**config.mk**
```make
export PLATFORM = sky130hd
export DESIGN_NAME = spi_lcd_command_writer_flat
export DESIGN_NICKNAME = d
export VERILOG_FILES = /design/src/rtl/slcw_pkg.sv /design/src/rtl/slcw_req_if.sv /design/src/rtl/slcw_frm_if.sv /design/src/rtl/slcw_seq.sv /design/src/rtl/slcw_ser.sv /design/src/rtl/spi_lcd_command_writer.sv /design/src/flat_wrapper.sv
export SDC_FILE = /design/constraint.sdc
export NUM_CORES = 1
export LEC_CHECK = 0
export BUFFER_PORTS_ARGS = -buffer_cell sky130_fd_sc_hd__buf_2
export CAP_MARGIN = 40
export CORE_ASPECT_RATIO = 1.25
export CORE_MARGIN = 8
export CORE_UTILIZATION = 50
export CTS_CLUSTER_SIZE = 24
export DETAILED_ROUTE_END_ITERATION = 16
export PLACE_DENSITY = 0.76
export REMOVE_ABC_BUFFERS = 1
export SLEW_MARGIN = 20
export SYNTH_ARGS = -nofsm -noshare
export SYNTH_HDL_FRONTEND = slang
export SYNTH_SLANG_ARGS = --single-unit
```
**constraint.sdc**
```tcl
create_clock -name i_clk -period 6.3 [get_ports i_clk]
set_input_delay 1.26 -clock i_clk [delete_from_list [all_inputs] [get_ports i_clk]]
set_output_delay 1.26 -clock i_clk [all_outputs]
set_load 0.1 [all_outputs]
```
**src/rtl/slcw_pkg.sv**
```systemverilog
// shared types and constants of the spi display command writer
`default_nettype none

package slcw_pkg;

    // coordinate width; sums wrap at this width, words always go out as 16 bits
    localparam int COORD_BITS = 16;
    localparam int WORD_BITS  = 16;
    localparam int BYTE_BITS  = 8;
    localparam int BIT_CNT_BITS = $clog2(BYTE_BITS);

    localparam int FUNC_BITS   = 2;
    localparam int ORIENT_BITS = 2;
    localparam int OFFSET_BITS = 8;
    localparam int CFG_IDX_BITS  = 1;
    localparam int CFG_DATA_BITS = 8;

    localparam logic [CFG_IDX_BITS-1:0] REG_ORIENT = 1'd0;
    localparam logic [CFG_IDX_BITS-1:0] REG_OFFSET = 1'd1;

    localparam logic [ORIENT_BITS-1:0] ORIENT_RESET = 2'd0;
    localparam logic [OFFSET_BITS-1:0] OFFSET_RESET = 8'h3c;

    localparam logic [BYTE_BITS-1:0] CMD_COL_SET   = 8'h2a;
    localparam logic [BYTE_BITS-1:0] CMD_ROW_SET   = 8'h2b;
    localparam logic [BYTE_BITS-1:0] CMD_MEM_WRITE = 8'h2c;

    // frame slots within one request
    localparam int SLOT_BITS = 4;
    localparam logic [SLOT_BITS-1:0] SLOT_FIRST    = 4'd0;
    localparam logic [SLOT_BITS-1:0] SLOT_WORD_HI  = 4'd0;
    localparam logic [SLOT_BITS-1:0] SLOT_WORD_LO  = 4'd1;
    localparam logic [SLOT_BITS-1:0] SLOT_COL_CMD  = 4'd0;
    localparam logic [SLOT_BITS-1:0] SLOT_C0_HI    = 4'd1;
    localparam logic [SLOT_BITS-1:0] SLOT_C0_LO    = 4'd2;
    localparam logic [SLOT_BITS-1:0] SLOT_C1_HI    = 4'd3;
    localparam logic [SLOT_BITS-1:0] SLOT_C1_LO    = 4'd4;
    localparam logic [SLOT_BITS-1:0] SLOT_ROW_CMD  = 4'd5;
    localparam logic [SLOT_BITS-1:0] SLOT_R0_HI    = 4'd6;
    localparam logic [SLOT_BITS-1:0] SLOT_R0_LO    = 4'd7;
    localparam logic [SLOT_BITS-1:0] SLOT_R1_HI    = 4'd8;
    localparam logic [SLOT_BITS-1:0] SLOT_R1_LO    = 4'd9;
    localparam logic [SLOT_BITS-1:0] SLOT_MEM_CMD  = 4'd10;

    typedef enum logic [FUNC_BITS-1:0] {
        FN_CMD_BYTE  = 2'd0,
        FN_DATA_BYTE = 2'd1,
        FN_DATA_WORD = 2'd2,
        FN_WINDOW    = 2'd3
    } t_func;

    typedef enum logic {
        SQ_IDLE,
        SQ_SEND
    } t_seq_state;

    typedef enum logic [1:0] {
        SH_IDLE,
        SH_SHIFT,
        SH_DONE
    } t_shift_state;

    typedef struct packed {
        logic [BYTE_BITS-1:0] data;
        logic                 cmd;
        logic                 last;
    } t_frame;

endpackage

`default_nettype wire

```
**src/rtl/slcw_req_if.sv**
```systemverilog
// request channel: one display write request per transaction
`default_nettype none

interface slcw_req_if;
    logic                             valid;
    logic                             ready;
    logic [slcw_pkg::FUNC_BITS-1:0]   func;
    logic [15:0]                      value;
    logic [15:0]                      col_start;
    logic [15:0]                      row_start;
    logic [15:0]                      col_end;
    logic [15:0]                      row_end;

    modport source (
        output valid, func, value, col_start, row_start, col_end, row_end,
        input  ready
    );
    modport sink (
        input  valid, func, value, col_start, row_start, col_end, row_end,
        output ready
    );
endinterface

`default_nettype wire

```
**src/rtl/slcw_frm_if.sv**
```systemverilog
// frame channel: one spi byte frame per transaction
`default_nettype none

interface slcw_frm_if;
    logic       valid;
    logic       ready;
    logic [7:0] frame_byte;
    logic       is_command;
    logic       last;

    modport source (
        output valid, frame_byte, is_command, last,
        input  ready
    );
    modport sink (
        input  valid, frame_byte, is_command, last,
        output ready
    );
endinterface

`default_nettype wire

```
**src/rtl/slcw_seq.sv**
```systemverilog
// request sequencer: latches a request and hands out its frames one by one
`default_nettype none

module slcw_seq (
    input  wire                                    i_clk,
    input  wire                                    i_rst_n,
    input  wire [slcw_pkg::ORIENT_BITS-1:0]        i_orient,
    input  wire [slcw_pkg::OFFSET_BITS-1:0]        i_offset,
    slcw_req_if.sink                               i_req,
    output slcw_pkg::t_frame                       o_frame,
    output logic                                   o_frame_valid,
    input  wire                                    i_frame_ready
);
    import slcw_pkg::*;

    t_seq_state r_state, n_state;
    t_func                  r_func;
    logic [WORD_BITS-1:0]   r_value;
    logic [COORD_BITS-1:0]  r_c0, r_c1, r_r0, r_r1;
    logic [SLOT_BITS-1:0]   r_slot, r_last_slot;

    logic                   w_accept;
    logic                   w_adv;
    logic [COORD_BITS-1:0]  w_c0_in, w_c1_in, w_r0_in, w_r1_in;
    logic [COORD_BITS-1:0]  w_off;
    logic [WORD_BITS-1:0]   w_c0, w_c1, w_r0, w_r1;
    logic [SLOT_BITS-1:0]   w_last_slot;

    assign w_off = COORD_BITS'(i_offset);

    // orientations 0 and 1 shift the columns, 2 and 3 the rows
    always_comb begin
        w_c0_in = i_req.col_start[COORD_BITS-1:0];
        w_c1_in = i_req.col_end[COORD_BITS-1:0];
        w_r0_in = i_req.row_start[COORD_BITS-1:0];
        w_r1_in = i_req.row_end[COORD_BITS-1:0];
        if (!i_orient[1]) begin
            w_c0_in = w_c0_in + w_off;
            w_c1_in = w_c1_in + w_off;
        end else begin
            w_r0_in = w_r0_in + w_off;
            w_r1_in = w_r1_in + w_off;
        end
    end

    always_comb begin
        case (t_func'(i_req.func))
            FN_DATA_WORD: w_last_slot = SLOT_WORD_LO;
            FN_WINDOW:    w_last_slot = SLOT_MEM_CMD;
            default:      w_last_slot = SLOT_FIRST;
        endcase
    end

    // next state
    always_comb begin
        n_state = r_state;
        case (r_state)
            SQ_IDLE: begin
                if (i_req.valid) begin
                    n_state = SQ_SEND;
                end
            end
            SQ_SEND: begin
                if (i_frame_ready && (r_slot == r_last_slot)) begin
                    n_state = SQ_IDLE;
                end
            end
            default: n_state = SQ_IDLE;
        endcase
    end

    // outputs
    always_comb begin
        i_req.ready   = 1'b0;
        o_frame_valid = 1'b0;
        case (r_state)
            SQ_IDLE: i_req.ready   = 1'b1;
            SQ_SEND: o_frame_valid = 1'b1;
            default: ;
        endcase
    end

    assign w_accept = i_req.valid && i_req.ready;
    assign w_adv    = o_frame_valid && i_frame_ready;

    always_ff @(posedge i_clk) begin
        if (!i_rst_n) begin
            r_state <= SQ_IDLE;
            r_slot  <= SLOT_FIRST;
        end else begin
            r_state <= n_state;
            if (w_accept) begin
                r_slot <= SLOT_FIRST;
            end else if (w_adv) begin
                r_slot <= r_slot + 1'b1;
            end
        end
    end

    always_ff @(posedge i_clk) begin
        if (w_accept) begin
            r_func      <= t_func'(i_req.func);
            r_value     <= i_req.value;
            r_c0        <= w_c0_in;
            r_c1        <= w_c1_in;
            r_r0        <= w_r0_in;
            r_r1        <= w_r1_in;
            r_last_slot <= w_last_slot;
        end
    end

    assign w_c0 = WORD_BITS'(r_c0);
    assign w_c1 = WORD_BITS'(r_c1);
    assign w_r0 = WORD_BITS'(r_r0);
    assign w_r1 = WORD_BITS'(r_r1);

    // frame content for the current slot
    always_comb begin
        o_frame.data = r_value[BYTE_BITS-1:0];
        o_frame.cmd  = 1'b0;
        o_frame.last = (r_slot == r_last_slot);
        case (r_func)
            FN_CMD_BYTE: o_frame.cmd = 1'b1;
            FN_DATA_BYTE: ;
            FN_DATA_WORD: begin
                if (r_slot == SLOT_WORD_HI) begin
                    o_frame.data = r_value[WORD_BITS-1:BYTE_BITS];
                end
            end
            FN_WINDOW: begin
                case (r_slot)
                    SLOT_COL_CMD: begin
                        o_frame.data = CMD_COL_SET;
                        o_frame.cmd  = 1'b1;
                    end
                    SLOT_C0_HI: o_frame.data = w_c0[WORD_BITS-1:BYTE_BITS];
                    SLOT_C0_LO: o_frame.data = w_c0[BYTE_BITS-1:0];
                    SLOT_C1_HI: o_frame.data = w_c1[WORD_BITS-1:BYTE_BITS];
                    SLOT_C1_LO: o_frame.data = w_c1[BYTE_BITS-1:0];
                    SLOT_ROW_CMD: begin
                        o_frame.data = CMD_ROW_SET;
                        o_frame.cmd  = 1'b1;
                    end
                    SLOT_R0_HI: o_frame.data = w_r0[WORD_BITS-1:BYTE_BITS];
                    SLOT_R0_LO: o_frame.data = w_r0[BYTE_BITS-1:0];
                    SLOT_R1_HI: o_frame.data = w_r1[WORD_BITS-1:BYTE_BITS];
                    SLOT_R1_LO: o_frame.data = w_r1[BYTE_BITS-1:0];
                    default: begin
                        o_frame.data = CMD_MEM_WRITE;
                        o_frame.cmd  = 1'b1;
                    end
                endcase
            end
            default: ;
        endcase
    end

endmodule

`default_nettype wire

```
**src/rtl/slcw_ser.sv**
```systemverilog
// bit serializer: shifts each byte msb first over the serial line and captures it
`default_nettype none

module slcw_ser (
    input  wire                 i_clk,
    input  wire                 i_rst_n,
    input  slcw_pkg::t_frame    i_frame,
    input  wire                 i_frame_valid,
    output logic                o_frame_ready,
    slcw_frm_if.source          o_frm
);
    import slcw_pkg::*;

    t_shift_state r_state, n_state;
    logic [BYTE_BITS-1:0]    r_tx, r_rx;
    logic [BIT_CNT_BITS-1:0] r_bit_cnt;
    logic                    r_cmd, r_last;
    logic                    r_out_valid;
    logic [BYTE_BITS-1:0]    r_out_byte;
    logic                    r_out_cmd, r_out_last;

    logic w_load, w_shift, w_out_load, w_sdo, w_bit_done;

    assign w_sdo      = r_tx[BYTE_BITS-1];
    assign w_bit_done = (r_bit_cnt == BIT_CNT_BITS'(BYTE_BITS - 1));

    // next state
    always_comb begin
        n_state = r_state;
        case (r_state)
            SH_IDLE: begin
                if (i_frame_valid) begin
                    n_state = SH_SHIFT;
                end
            end
            SH_SHIFT: begin
                if (w_bit_done) begin
                    n_state = SH_DONE;
                end
            end
            SH_DONE: begin
                if (!r_out_valid || o_frm.ready) begin
                    n_state = SH_IDLE;
                end
            end
            default: n_state = SH_IDLE;
        endcase
    end

    // outputs
    always_comb begin
        o_frame_ready = 1'b0;
        w_shift       = 1'b0;
        w_out_load    = 1'b0;
        case (r_state)
            SH_IDLE:  o_frame_ready = 1'b1;
            SH_SHIFT: w_shift       = 1'b1;
            SH_DONE:  w_out_load    = !r_out_valid || o_frm.ready;
            default: ;
        endcase
    end

    assign w_load = i_frame_valid && o_frame_ready;

    always_ff @(posedge i_clk) begin
        if (!i_rst_n) begin
            r_state     <= SH_IDLE;
            r_bit_cnt   <= '0;
            r_out_valid <= 1'b0;
        end else begin
            r_state <= n_state;
            if (w_load) begin
                r_bit_cnt <= '0;
            end else if (w_shift) begin
                r_bit_cnt <= r_bit_cnt + 1'b1;
            end
            if (w_out_load) begin
                r_out_valid <= 1'b1;
            end else if (o_frm.ready) begin
                r_out_valid <= 1'b0;
            end
        end
    end

    always_ff @(posedge i_clk) begin
        if (w_load) begin
            r_tx   <= i_frame.data;
            r_cmd  <= i_frame.cmd;
            r_last <= i_frame.last;
        end else if (w_shift) begin
            r_tx <= {r_tx[BYTE_BITS-2:0], 1'b0};
        end
        // receive side of the line, as a loopback of the transmitted bit
        if (w_shift) begin
            r_rx <= {r_rx[BYTE_BITS-2:0], w_sdo};
        end
        if (w_out_load) begin
            r_out_byte <= r_rx;
            r_out_cmd  <= r_cmd;
            r_out_last <= r_last;
        end
    end

    assign o_frm.valid      = r_out_valid;
    assign o_frm.frame_byte = r_out_byte;
    assign o_frm.is_command = r_out_cmd;
    assign o_frm.last       = r_out_last;

endmodule

`default_nettype wire

```
**src/rtl/spi_lcd_command_writer.sv**
```systemverilog
// spi display command writer: display write requests in, spi byte frames out
//
// i_req carries one request per transaction: a command byte, a data byte, a
// 16-bit data word (high byte first) or a window set (0x2a, column bounds,
// 0x2b, row bounds, 0x2c). o_frm carries one byte frame per transaction with
// its command flag; last marks the final frame of the request.
// The configuration port writes orientation (index 0) and panel offset
// (index 1) whenever i_cfg_we is high. The offset is added to the column
// bounds in orientations 0 and 1 and to the row bounds in 2 and 3.
// Each frame is shifted out one bit per cycle: load, eight shifts and a
// move into the output register. A request produces one, two or eleven
// frames. A new request is taken once the last frame of the previous one
// has left the sequencer. The first frame passes the sequencer registers,
// then the serializer's shift register and its output register.
// A stalled receiver holds the output register; the next frame waits fully
// shifted behind it and the sequencer waits behind that.
// Reset sets orientation to 0, the offset to 0x3c and empties all stages.
`default_nettype none

module spi_lcd_command_writer (
    input  wire                                 i_clk,
    input  wire                                 i_rst_n,
    input  wire                                 i_cfg_we,
    input  wire [slcw_pkg::CFG_IDX_BITS-1:0]    i_cfg_idx,
    input  wire [slcw_pkg::CFG_DATA_BITS-1:0]   i_cfg_data,
    slcw_req_if.sink                            i_req,
    slcw_frm_if.source                          o_frm
);
    import slcw_pkg::*;

    logic [ORIENT_BITS-1:0] r_orient;
    logic [OFFSET_BITS-1:0] r_offset;

    t_frame w_frame;
    logic   w_frame_valid;
    logic   w_frame_ready;

    always_ff @(posedge i_clk) begin
        if (!i_rst_n) begin
            r_orient <= ORIENT_RESET;
            r_offset <= OFFSET_RESET;
        end else if (i_cfg_we) begin
            case (i_cfg_idx)
                REG_ORIENT: r_orient <= i_cfg_data[ORIENT_BITS-1:0];
                REG_OFFSET: r_offset <= i_cfg_data[OFFSET_BITS-1:0];
                default: ;
            endcase
        end
    end

    slcw_seq u_seq (
        .i_clk         (i_clk),
        .i_rst_n       (i_rst_n),
        .i_orient      (r_orient),
        .i_offset      (r_offset),
        .i_req         (i_req),
        .o_frame       (w_frame),
        .o_frame_valid (w_frame_valid),
        .i_frame_ready (w_frame_ready)
    );

    slcw_ser u_ser (
        .i_clk         (i_clk),
        .i_rst_n       (i_rst_n),
        .i_frame       (w_frame),
        .i_frame_valid (w_frame_valid),
        .o_frame_ready (w_frame_ready),
        .o_frm         (o_frm)
    );

`ifndef ASSERT_OFF
    // an accepted request keeps the sequencer busy for at least one frame
    a_busy_after_accept: assert property (@(posedge i_clk) disable iff (!i_rst_n)
        (i_req.valid && i_req.ready) |=> !i_req.ready)
        else $error("request ready right after accept");

    // the sequencer never offers a frame while it waits for a request
    a_no_frame_when_idle: assert property (@(posedge i_clk) disable iff (!i_rst_n)
        i_req.ready |-> !w_frame_valid)
        else $error("frame offered while idle");

    // handing over the last frame frees the request channel
    a_ready_after_last: assert property (@(posedge i_clk) disable iff (!i_rst_n)
        (w_frame_valid && w_frame_ready && w_frame.last) |=> i_req.ready)
        else $error("request channel not free after last frame");

    // a non-last frame always has a successor
    a_more_after_mid: assert property (@(posedge i_clk) disable iff (!i_rst_n)
        (w_frame_valid && w_frame_ready && !w_frame.last) |=> w_frame_valid)
        else $error("request ended without last frame");
`endif

endmodule

`default_nettype wire
```
**src/flat_wrapper.sv**
```systemverilog
// flat-port wrapper written by rule: the top's interface ports become plain ports
module spi_lcd_command_writer_flat import slcw_pkg::*;
  (i_clk, i_rst_n, i_cfg_we, i_cfg_idx, i_cfg_data, i_req_valid, i_req_func, i_req_value, i_req_col_start, i_req_row_start, i_req_col_end, i_req_row_end, i_req_ready, o_frm_valid, o_frm_frame_byte, o_frm_is_command, o_frm_last, o_frm_ready);
  slcw_req_if i_req_i ();
  slcw_frm_if o_frm_i ();
  input  wire i_clk;
  input  wire i_rst_n;
  input  wire i_cfg_we;
  input  wire [slcw_pkg::CFG_IDX_BITS-1:0] i_cfg_idx;
  input  wire [slcw_pkg::CFG_DATA_BITS-1:0] i_cfg_data;
  input wire logic [$bits(i_req_i.valid)-1:0] i_req_valid;
  input wire logic [$bits(i_req_i.func)-1:0] i_req_func;
  input wire logic [$bits(i_req_i.value)-1:0] i_req_value;
  input wire logic [$bits(i_req_i.col_start)-1:0] i_req_col_start;
  input wire logic [$bits(i_req_i.row_start)-1:0] i_req_row_start;
  input wire logic [$bits(i_req_i.col_end)-1:0] i_req_col_end;
  input wire logic [$bits(i_req_i.row_end)-1:0] i_req_row_end;
  output wire logic [$bits(i_req_i.ready)-1:0] i_req_ready;
  output wire logic [$bits(o_frm_i.valid)-1:0] o_frm_valid;
  output wire logic [$bits(o_frm_i.frame_byte)-1:0] o_frm_frame_byte;
  output wire logic [$bits(o_frm_i.is_command)-1:0] o_frm_is_command;
  output wire logic [$bits(o_frm_i.last)-1:0] o_frm_last;
  input wire logic [$bits(o_frm_i.ready)-1:0] o_frm_ready;
  assign i_req_i.valid = i_req_valid;
  assign i_req_i.func = i_req_func;
  assign i_req_i.value = i_req_value;
  assign i_req_i.col_start = i_req_col_start;
  assign i_req_i.row_start = i_req_row_start;
  assign i_req_i.col_end = i_req_col_end;
  assign i_req_i.row_end = i_req_row_end;
  assign i_req_ready = i_req_i.ready;
  assign o_frm_valid = o_frm_i.valid;
  assign o_frm_frame_byte = o_frm_i.frame_byte;
  assign o_frm_is_command = o_frm_i.is_command;
  assign o_frm_last = o_frm_i.last;
  assign o_frm_i.ready = o_frm_ready;
  spi_lcd_command_writer u_core (.i_clk(i_clk), .i_rst_n(i_rst_n), .i_cfg_we(i_cfg_we), .i_cfg_idx(i_cfg_idx), .i_cfg_data(i_cfg_data), .i_req(i_req_i), .o_frm(o_frm_i));
endmodule
```
* Word level (Yosys, flattened, before mapping)
Cells that the tools add are included.
** Cells by class
- Reductions and logical operators :: 16
- Add/sub/neg operators :: 6
- Bitwise gates (word level) :: 3
- Equal/unequal tests :: 20
- Muxes and demuxes :: 26
** Operators with widths (number)
- $pmux W8 S10 :: 1
- $add A16 B8 Y16 :: 4
- $mux W16 :: 4
- $mux W8 :: 3
- $eq A4 B3 Y1 const B :: 4
- $pmux W8 S2 :: 1
- $eq A2 B2 Y1 const B :: 5
- $mux W1 :: 10
- $eq A4 B2 Y1 const B :: 2
- $eq A4 B4 Y1 const B :: 2
- $pmux W4 S2 :: 1
- $reduce_or A8 Y1 :: 1
- $mux W2 :: 3
- $pmux W2 S3 :: 1
- $add A4 B1 Y4 const B :: 1
- $eq A4 B1 Y1 const B :: 1
- $eq A4 B4 Y1 :: 1
- $logic_not A2 Y1 :: 2
- $logic_not A4 Y1 :: 1
- $ne A2 B2 Y1 const B :: 2
- $pmux W1 S2 :: 2
- $reduce_and A2 Y1 :: 2
- $reduce_bool A2 Y1 :: 2
- $reduce_or A2 Y1 :: 2
- 9 further kinds :: 13
** Storage, ports and cells
- Output and inout bits :: 12
- Input bits :: 96
- Logic and storage cells :: 92
- Bits in registers :: 135

* Depth between registers and ports, before layout
- Depth in word-level cells :: 5
- Depth in mapped cells :: 9
- Depth with buffers taken out :: 8

* Hierarchy
Synthesis repeated with hierarchy kept, for this count alone.
** Second synthesis, totals
- Cell total of the unflattened synthesis :: 754
- Area total of the unflattened synthesis :: 8064.0 um^2
** By module, submodules not included
- slcw_seq :: times used 1, sequential area each 2622.5 um^2, cells each 643, area each 6421.2 um^2
- slcw_ser :: times used 1, sequential area each 960.9 um^2, cells each 69, area each 1256.2 um^2
- spi_lcd_command_writer :: times used 1, sequential area each 200.2 um^2, cells each 42, area each 386.6 um^2

* Least setup slack after synthesis
OpenSTA, ideal clock, no wires.
- Path kind :: input to register
- From :: input port i_req_valid
- To :: register u_core.u_seq.r_slot[0]
- Stages on the path :: 3
- Setup slack :: 0.752 ns
- Library setup time :: 0.120 ns
- Data required time :: 6.180 ns
- Path buffers :: 0
- Arrival time :: 5.428 ns
- Path through :: nor2b_1 nand2b_1 nor2_1
** On the way
- Longest elaborated chain between the ends :: 2
** Ends and longest elaborated chain
- from (decl) :: line flat_wrapper.sv:11 : input wire logic [$bits(i_req_i.valid)-1:0] i_req_valid;
- $logic_and A1 B1 Y1 :: line slcw_seq.sv:83 : assign w_accept = i_req.valid && i_req.ready;
- $reduce_or A2 Y1 (no line)
- to (signal assigned) :: line slcw_seq.sv:95 : r_slot <= r_slot + 1'b1;
- to (decl) :: line slcw_seq.sv:20 : logic [SLOT_BITS-1:0] r_slot, r_last_slot;
Every way passes these cells.
A chain may end at the register's enable or synchronous reset.

* Worst setup path after layout
- From :: register u_core.u_seq.r_slot[0]
- To :: register u_core.u_ser.r_tx[2] (data pin)
** On the way
- Longest elaborated chain between the ends :: 4
- Elaborated cells between the ends (all ways) :: 14
- Those cells by class :: 9 x eq/ne; 4 x mux; 1 x reduce/logical
** Ends and longest elaborated chain
- $eq A4 B4 Y1 (tied with other cells) :: line slcw_seq.sv:131 : case (r_slot)
- $pmux W8 S10 / $mux W8 (equally long branches) :: line slcw_seq.sv:131, slcw_seq.sv:126
- $pmux W8 S2 (*) :: line slcw_seq.sv:122 : case (r_func)
- $mux W8 (*) :: line slcw_ser.sv:86 : if (w_load) begin
- to (signal assigned) :: line slcw_ser.sv:87 : r_tx <= i_frame.data;
- to (signal assigned) :: line slcw_ser.sv:91 : r_tx <= {r_tx[BYTE_BITS-2:0], 1'b0};
- to (decl) :: line slcw_ser.sv:15 : logic [BYTE_BITS-1:0] r_tx, r_rx;
Every way passes the cells marked *; elsewhere a longest branch is shown, timed or not.

==> impl_summary.md <==
Detailed routing
After detailed routing, the number of remaining DRC violations is 0. The remaining antenna violation count is 0. Summing over every cut layer, the via total after detailed routing is between 5,000 and 6,000. The detailed router's first-iteration violation count is between 400 and 500.

The average wire per standard cell is between 15 and 20 um. After detailed routing, the number of vias per cell comes to 5.824. The pre-antenna-repair detailed-routing pass consisted of 5 iterations. The final wirelength is ~18,000 um.

Place
The HPWL after detailed placement is between 10,000 and 15,000 um. The worst setup slack after placement is 3070 ps. At the end of routability-driven placement, the weighted congestion stood at ~0.9. The count of placed standard cells including taps is about 950. In this run the tool buffered the top-level ports with 107 buffer cells.

Once placement finished, the instance area stood at 0.008157 mm^2.

STA
After layout, the worst setup slack is ~3200 ps. At the pin with the least slew margin, the transition time is roughly 870 ps. Headroom to the max-slew limit came out at around two fifths.

Derived from the worst setup path, the maximum achievable clock frequency is around 330 MHz. The final period demand of the worst path is 3076 ps. The hold violation total from the final report is 0.

The max-slew violation count is 0. Setup violations remaining at the end of the flow were counted as 0. On the final layout, the worst clock skew is approximately 9.2 ps.

Setup repair after global routing left no endpoint under its margin. The fraction of the cycle the final worst path needs is 48.82%. Setup total negative slack on the finished layout was measured at 0 ps.

Clock tree
The clock drives 132 sinks. The number of CTS-inserted buffers is 17. TritonCTS built the clock tree. After clock tree synthesis, the repair step resized 0 gates. The clock-pin slew on the worst setup and hold paths is around 60 ps. The root buffer cell is clkbuf_16. The longest clock path from root to sink contains 2 buffers. The depth of the CTS H-tree is 4.

The post-CTS setup repair buffer count is 0. Clock latency on the worst-skew pair, taken at its later pin, is ~420 ps. The post-cts hold buffer count is 0.

Finish
The finished layout holds 979 standard cells, fillers aside. The post-layout net count is 925. The number of fill cells is roughly 1,200.

Compared with the post-synthesis result, the final layout area differs by 18.39%. The finished layout cell area is between 0.008 and 0.009 mm^2. The share of cells above drive strength 1 is between 20% and 30%. The total inserted antenna cells is 0.

Setup path
The family with the most delay on the worst path is simple AND/OR/NAND/NOR gates. The worst setup path is of the flip-flop to flip-flop kind. STA classifies the critical path startpoint as a flip-flop. The worst setup path is captured at a flip-flop. Walking the worst path, the cells encountered are inv_1 > ha_1 > nor3b_2 > mux2_2 > a222oi_1 > o21ai_1.

At the worst endpoint, the required time is 6460 ps. The stage delay of the slowest cell on the critical path is 780 ps. The number of gates on the worst path with buffers counted is 6. In this run the critical register-to-register path is launched from u_core.u_seq.r_slot[0]. On the critical path, the stage with the largest delay is an instance of nor3b_2.

Data on the critical path arrives at its endpoint at about 3200 ps. The depth of the most critical reg-to-reg path is 6. Along the worst path, the maximum fanout reaches 21. Together, buffers and inverters on the worst path number 1. The worst setup slack for register-to-register paths is roughly 3200 ps. The destination of the worst register-to-register timing path is u_core.u_ser.r_tx[2].

Status
The run finished with clean final reports.

Die
The core area is around 0.015 mm^2. The vertical extent of the die is roughly 150 um. The die is 125.3 um wide. The initial core utilization is 50.55%. The standard-cell row count is 50. The floorplan step defined a die boundary enclosing between 0.015 and 0.02 mm^2. In this run the count of I/O pins placed on the die edge is between 100 and 150.

Worst hold path
The number of stages on the worst hold path is 0. The worst hold path belongs to the class flip-flop to flip-flop. The path with the worst hold slack has its endpoint at u_core.u_ser.r_rx[0]. The startpoint identified for the worst hold timing path is u_core.u_ser.r_tx[7].

Global routing
The via count of the first global-routing pass is slightly below 6,000. The first global-routing pass estimated approximately 29,000 um of wire. The number of antenna violations at the first check in global routing is 0. In the global route stage, overall resource usage came out at 19.29%. The largest net degree at the start of global routing is 75. Summed over all layers, the global routing overflow is 0.

Power and ir drop
Summed over all cells, the static leakage comes to roughly 3.4 nW. The maximum VDD drop is between 0.0002 and 0.00025 V. The design draws about 2.5 mW. Power spread over the standard cell area amounts to about 280 mW/mm^2.

Synth
The proportion of synthesized flip-flops having asynchronous set or reset is 0%. In this run the cell area of the synthesized design comes to approximately 0.0075 mm^2. Among all flip-flop cells after synthesis, the most frequent one is edfxtp_1. In this run, synthesis produced a sequential element count of approximately 130.

Yosys printed 0 warnings. The share of the synthesized area in the top cell type is a little under half. Dividing the synthesized area by the synthesized cell count gives about 11 um^2. The sequential share of the synthesized area is roughly half. Yosys attributes the largest share of cell area to edfxtp_1 45%, ha_1 6.9%, dfxtp_1 5.4%. edfxtp_1 takes more of the synthesized area than any other cell.

The cell count after synthesis came out at 680. The number of enable-type register cells in the synthesized netlist is ~110. The number of distinct standard cells referenced by the synthesized netlist is between 60 and 70.

Flow run
The tool flagged a number of max-cap violations equal to 0.
[cell usage after synthesis, types with 11 or more instances]
master,number
edfxtp_1,112
o21a_1,12
clkbuf_1,13
nand3_1,26
nand2_1,77
dfxtp_1,20
a21oi_1,27
inv_1,19
o21ai_0,20
a211oi_1,11
ha_1,41
xnor2_1,24
xor2_1,26
mux2_2,13
nor2b_1,14
mux2i_1,12
nor2_1,34
a22oi_1,15
o21ai_1,13
[how the worst max path moves through the flow]
stage / slack, ps / to / start
3_3_place_gp: 3100 / u_core.u_seq.r_c1[14] / i_req_col_end[0]
3_5_place_dp: 3070 / u_core.u_seq.r_c1[14] / i_req_col_end[0]
6_report: 3220 / u_core.u_ser.r_tx[2] / u_core.u_seq.r_slot[0]
2_1_floorplan: 750 / u_core.u_seq.r_slot[0] / i_req_valid
4_1_cts: 3250 / u_core.u_ser.r_tx[2] / u_core.u_seq.r_slot[0]
5_1_grt: 3060 / u_core.u_ser.r_tx[6] / u_core.u_seq.r_slot[0]
[routing by layer]
layer  GRT usage (%)  vias to the layer above  routed length [um]
li1                -                     2769                   -
met1           20.61                     2717                7254
met2           35.42                      183                9554
met3           4.727                       33                 937
met4           7.965                        0                 521
met5               0                        -                   0
[cell type report]
| type | count | area, um^2 | area share (%) |
|---|---|---|---|
| sequential | 132 | 3765 | 42.61 |
| inverter | 22 | 82.58 | 0.9346 |
| clock inverter | 14 | 222.7 | 2.521 |
| timing repair buffer | 111 | 593.1 | 6.712 |
| clock buffer | 18 | 429.2 | 4.857 |
| multi-input combinational | 500 | 3516 | 39.79 |
| tap | 182 | 227.7 | 2.577 |
[registers in the layout, summed over array words and instances (netlist names)]
signal and count:
u_core.r_offset 8, u_core.u_seq.r_c0 16, u_core.u_seq.r_state 1, u_core.u_seq.r_func 2, u_core.u_seq.r_r0 16, u_core.u_ser.r_state 2
u_core.u_ser.r_cmd 1, u_core.u_ser.o_frm.frame_byte 8, u_core.u_ser.r_bit_cnt 3, u_core.u_ser.r_last 1, u_core.r_orient 1, u_core.u_seq.r_value 16
u_core.u_seq.r_c1 16, u_core.u_ser.r_rx 8, u_core.u_seq.r_slot 4, u_core.u_ser.o_frm.last 1, u_core.u_seq.r_r1 16, u_core.u_seq.r_last_slot 2
u_core.u_ser.o_frm.valid 1, u_core.u_ser.o_frm.is_command 1, u_core.u_ser.r_tx 8
[cell families after synthesis]
kind of cell	after synthesis	synth area share [%]
multiplexers	28	4.023
AO/OA/AOI/OAI	170	15.71
buffers and inverters	48	2.565
XOR/XNOR	50	5.868
adder cells (fa/ha/maj)	45	7.946
AND/OR/NAND/NOR	207	13.46
flip-flops	132	50.43
[cell usage in the layout (no fill, tap or decap), types with 20 or more instances in the layout]
| cell type | count |
|---|---|
| edfxtp_1 | 112 |
| buf_2 | 107 |
| nand2_1 | 77 |
| ha_1 | 41 |
| nor2_1 | 34 |
| a21oi_1 | 27 |
| nand3_1 | 26 |
| xor2_1 | 26 |
| xnor2_1 | 24 |
| o21ai_0 | 20 |
[metrics by stage]
step / hold WS [ps] / utilization [%]
3_3_place_gp: 402.1 / 55.14
5_1_grt: 436.4 / 59.85
6_report: 420.7 / 59.85
2_1_floorplan: 400.3 / -
3_5_place_dp: 411.0 / 55.25
4_1_cts: 424.3 / 59.66
[where the power goes]
part,internal (mW),switching (mW)
registers,1.03,0.0304
clock network,0.707,0.370
logic,0.144,0.205
total,1.88,0.606
(Power assumes the default switching activity.)
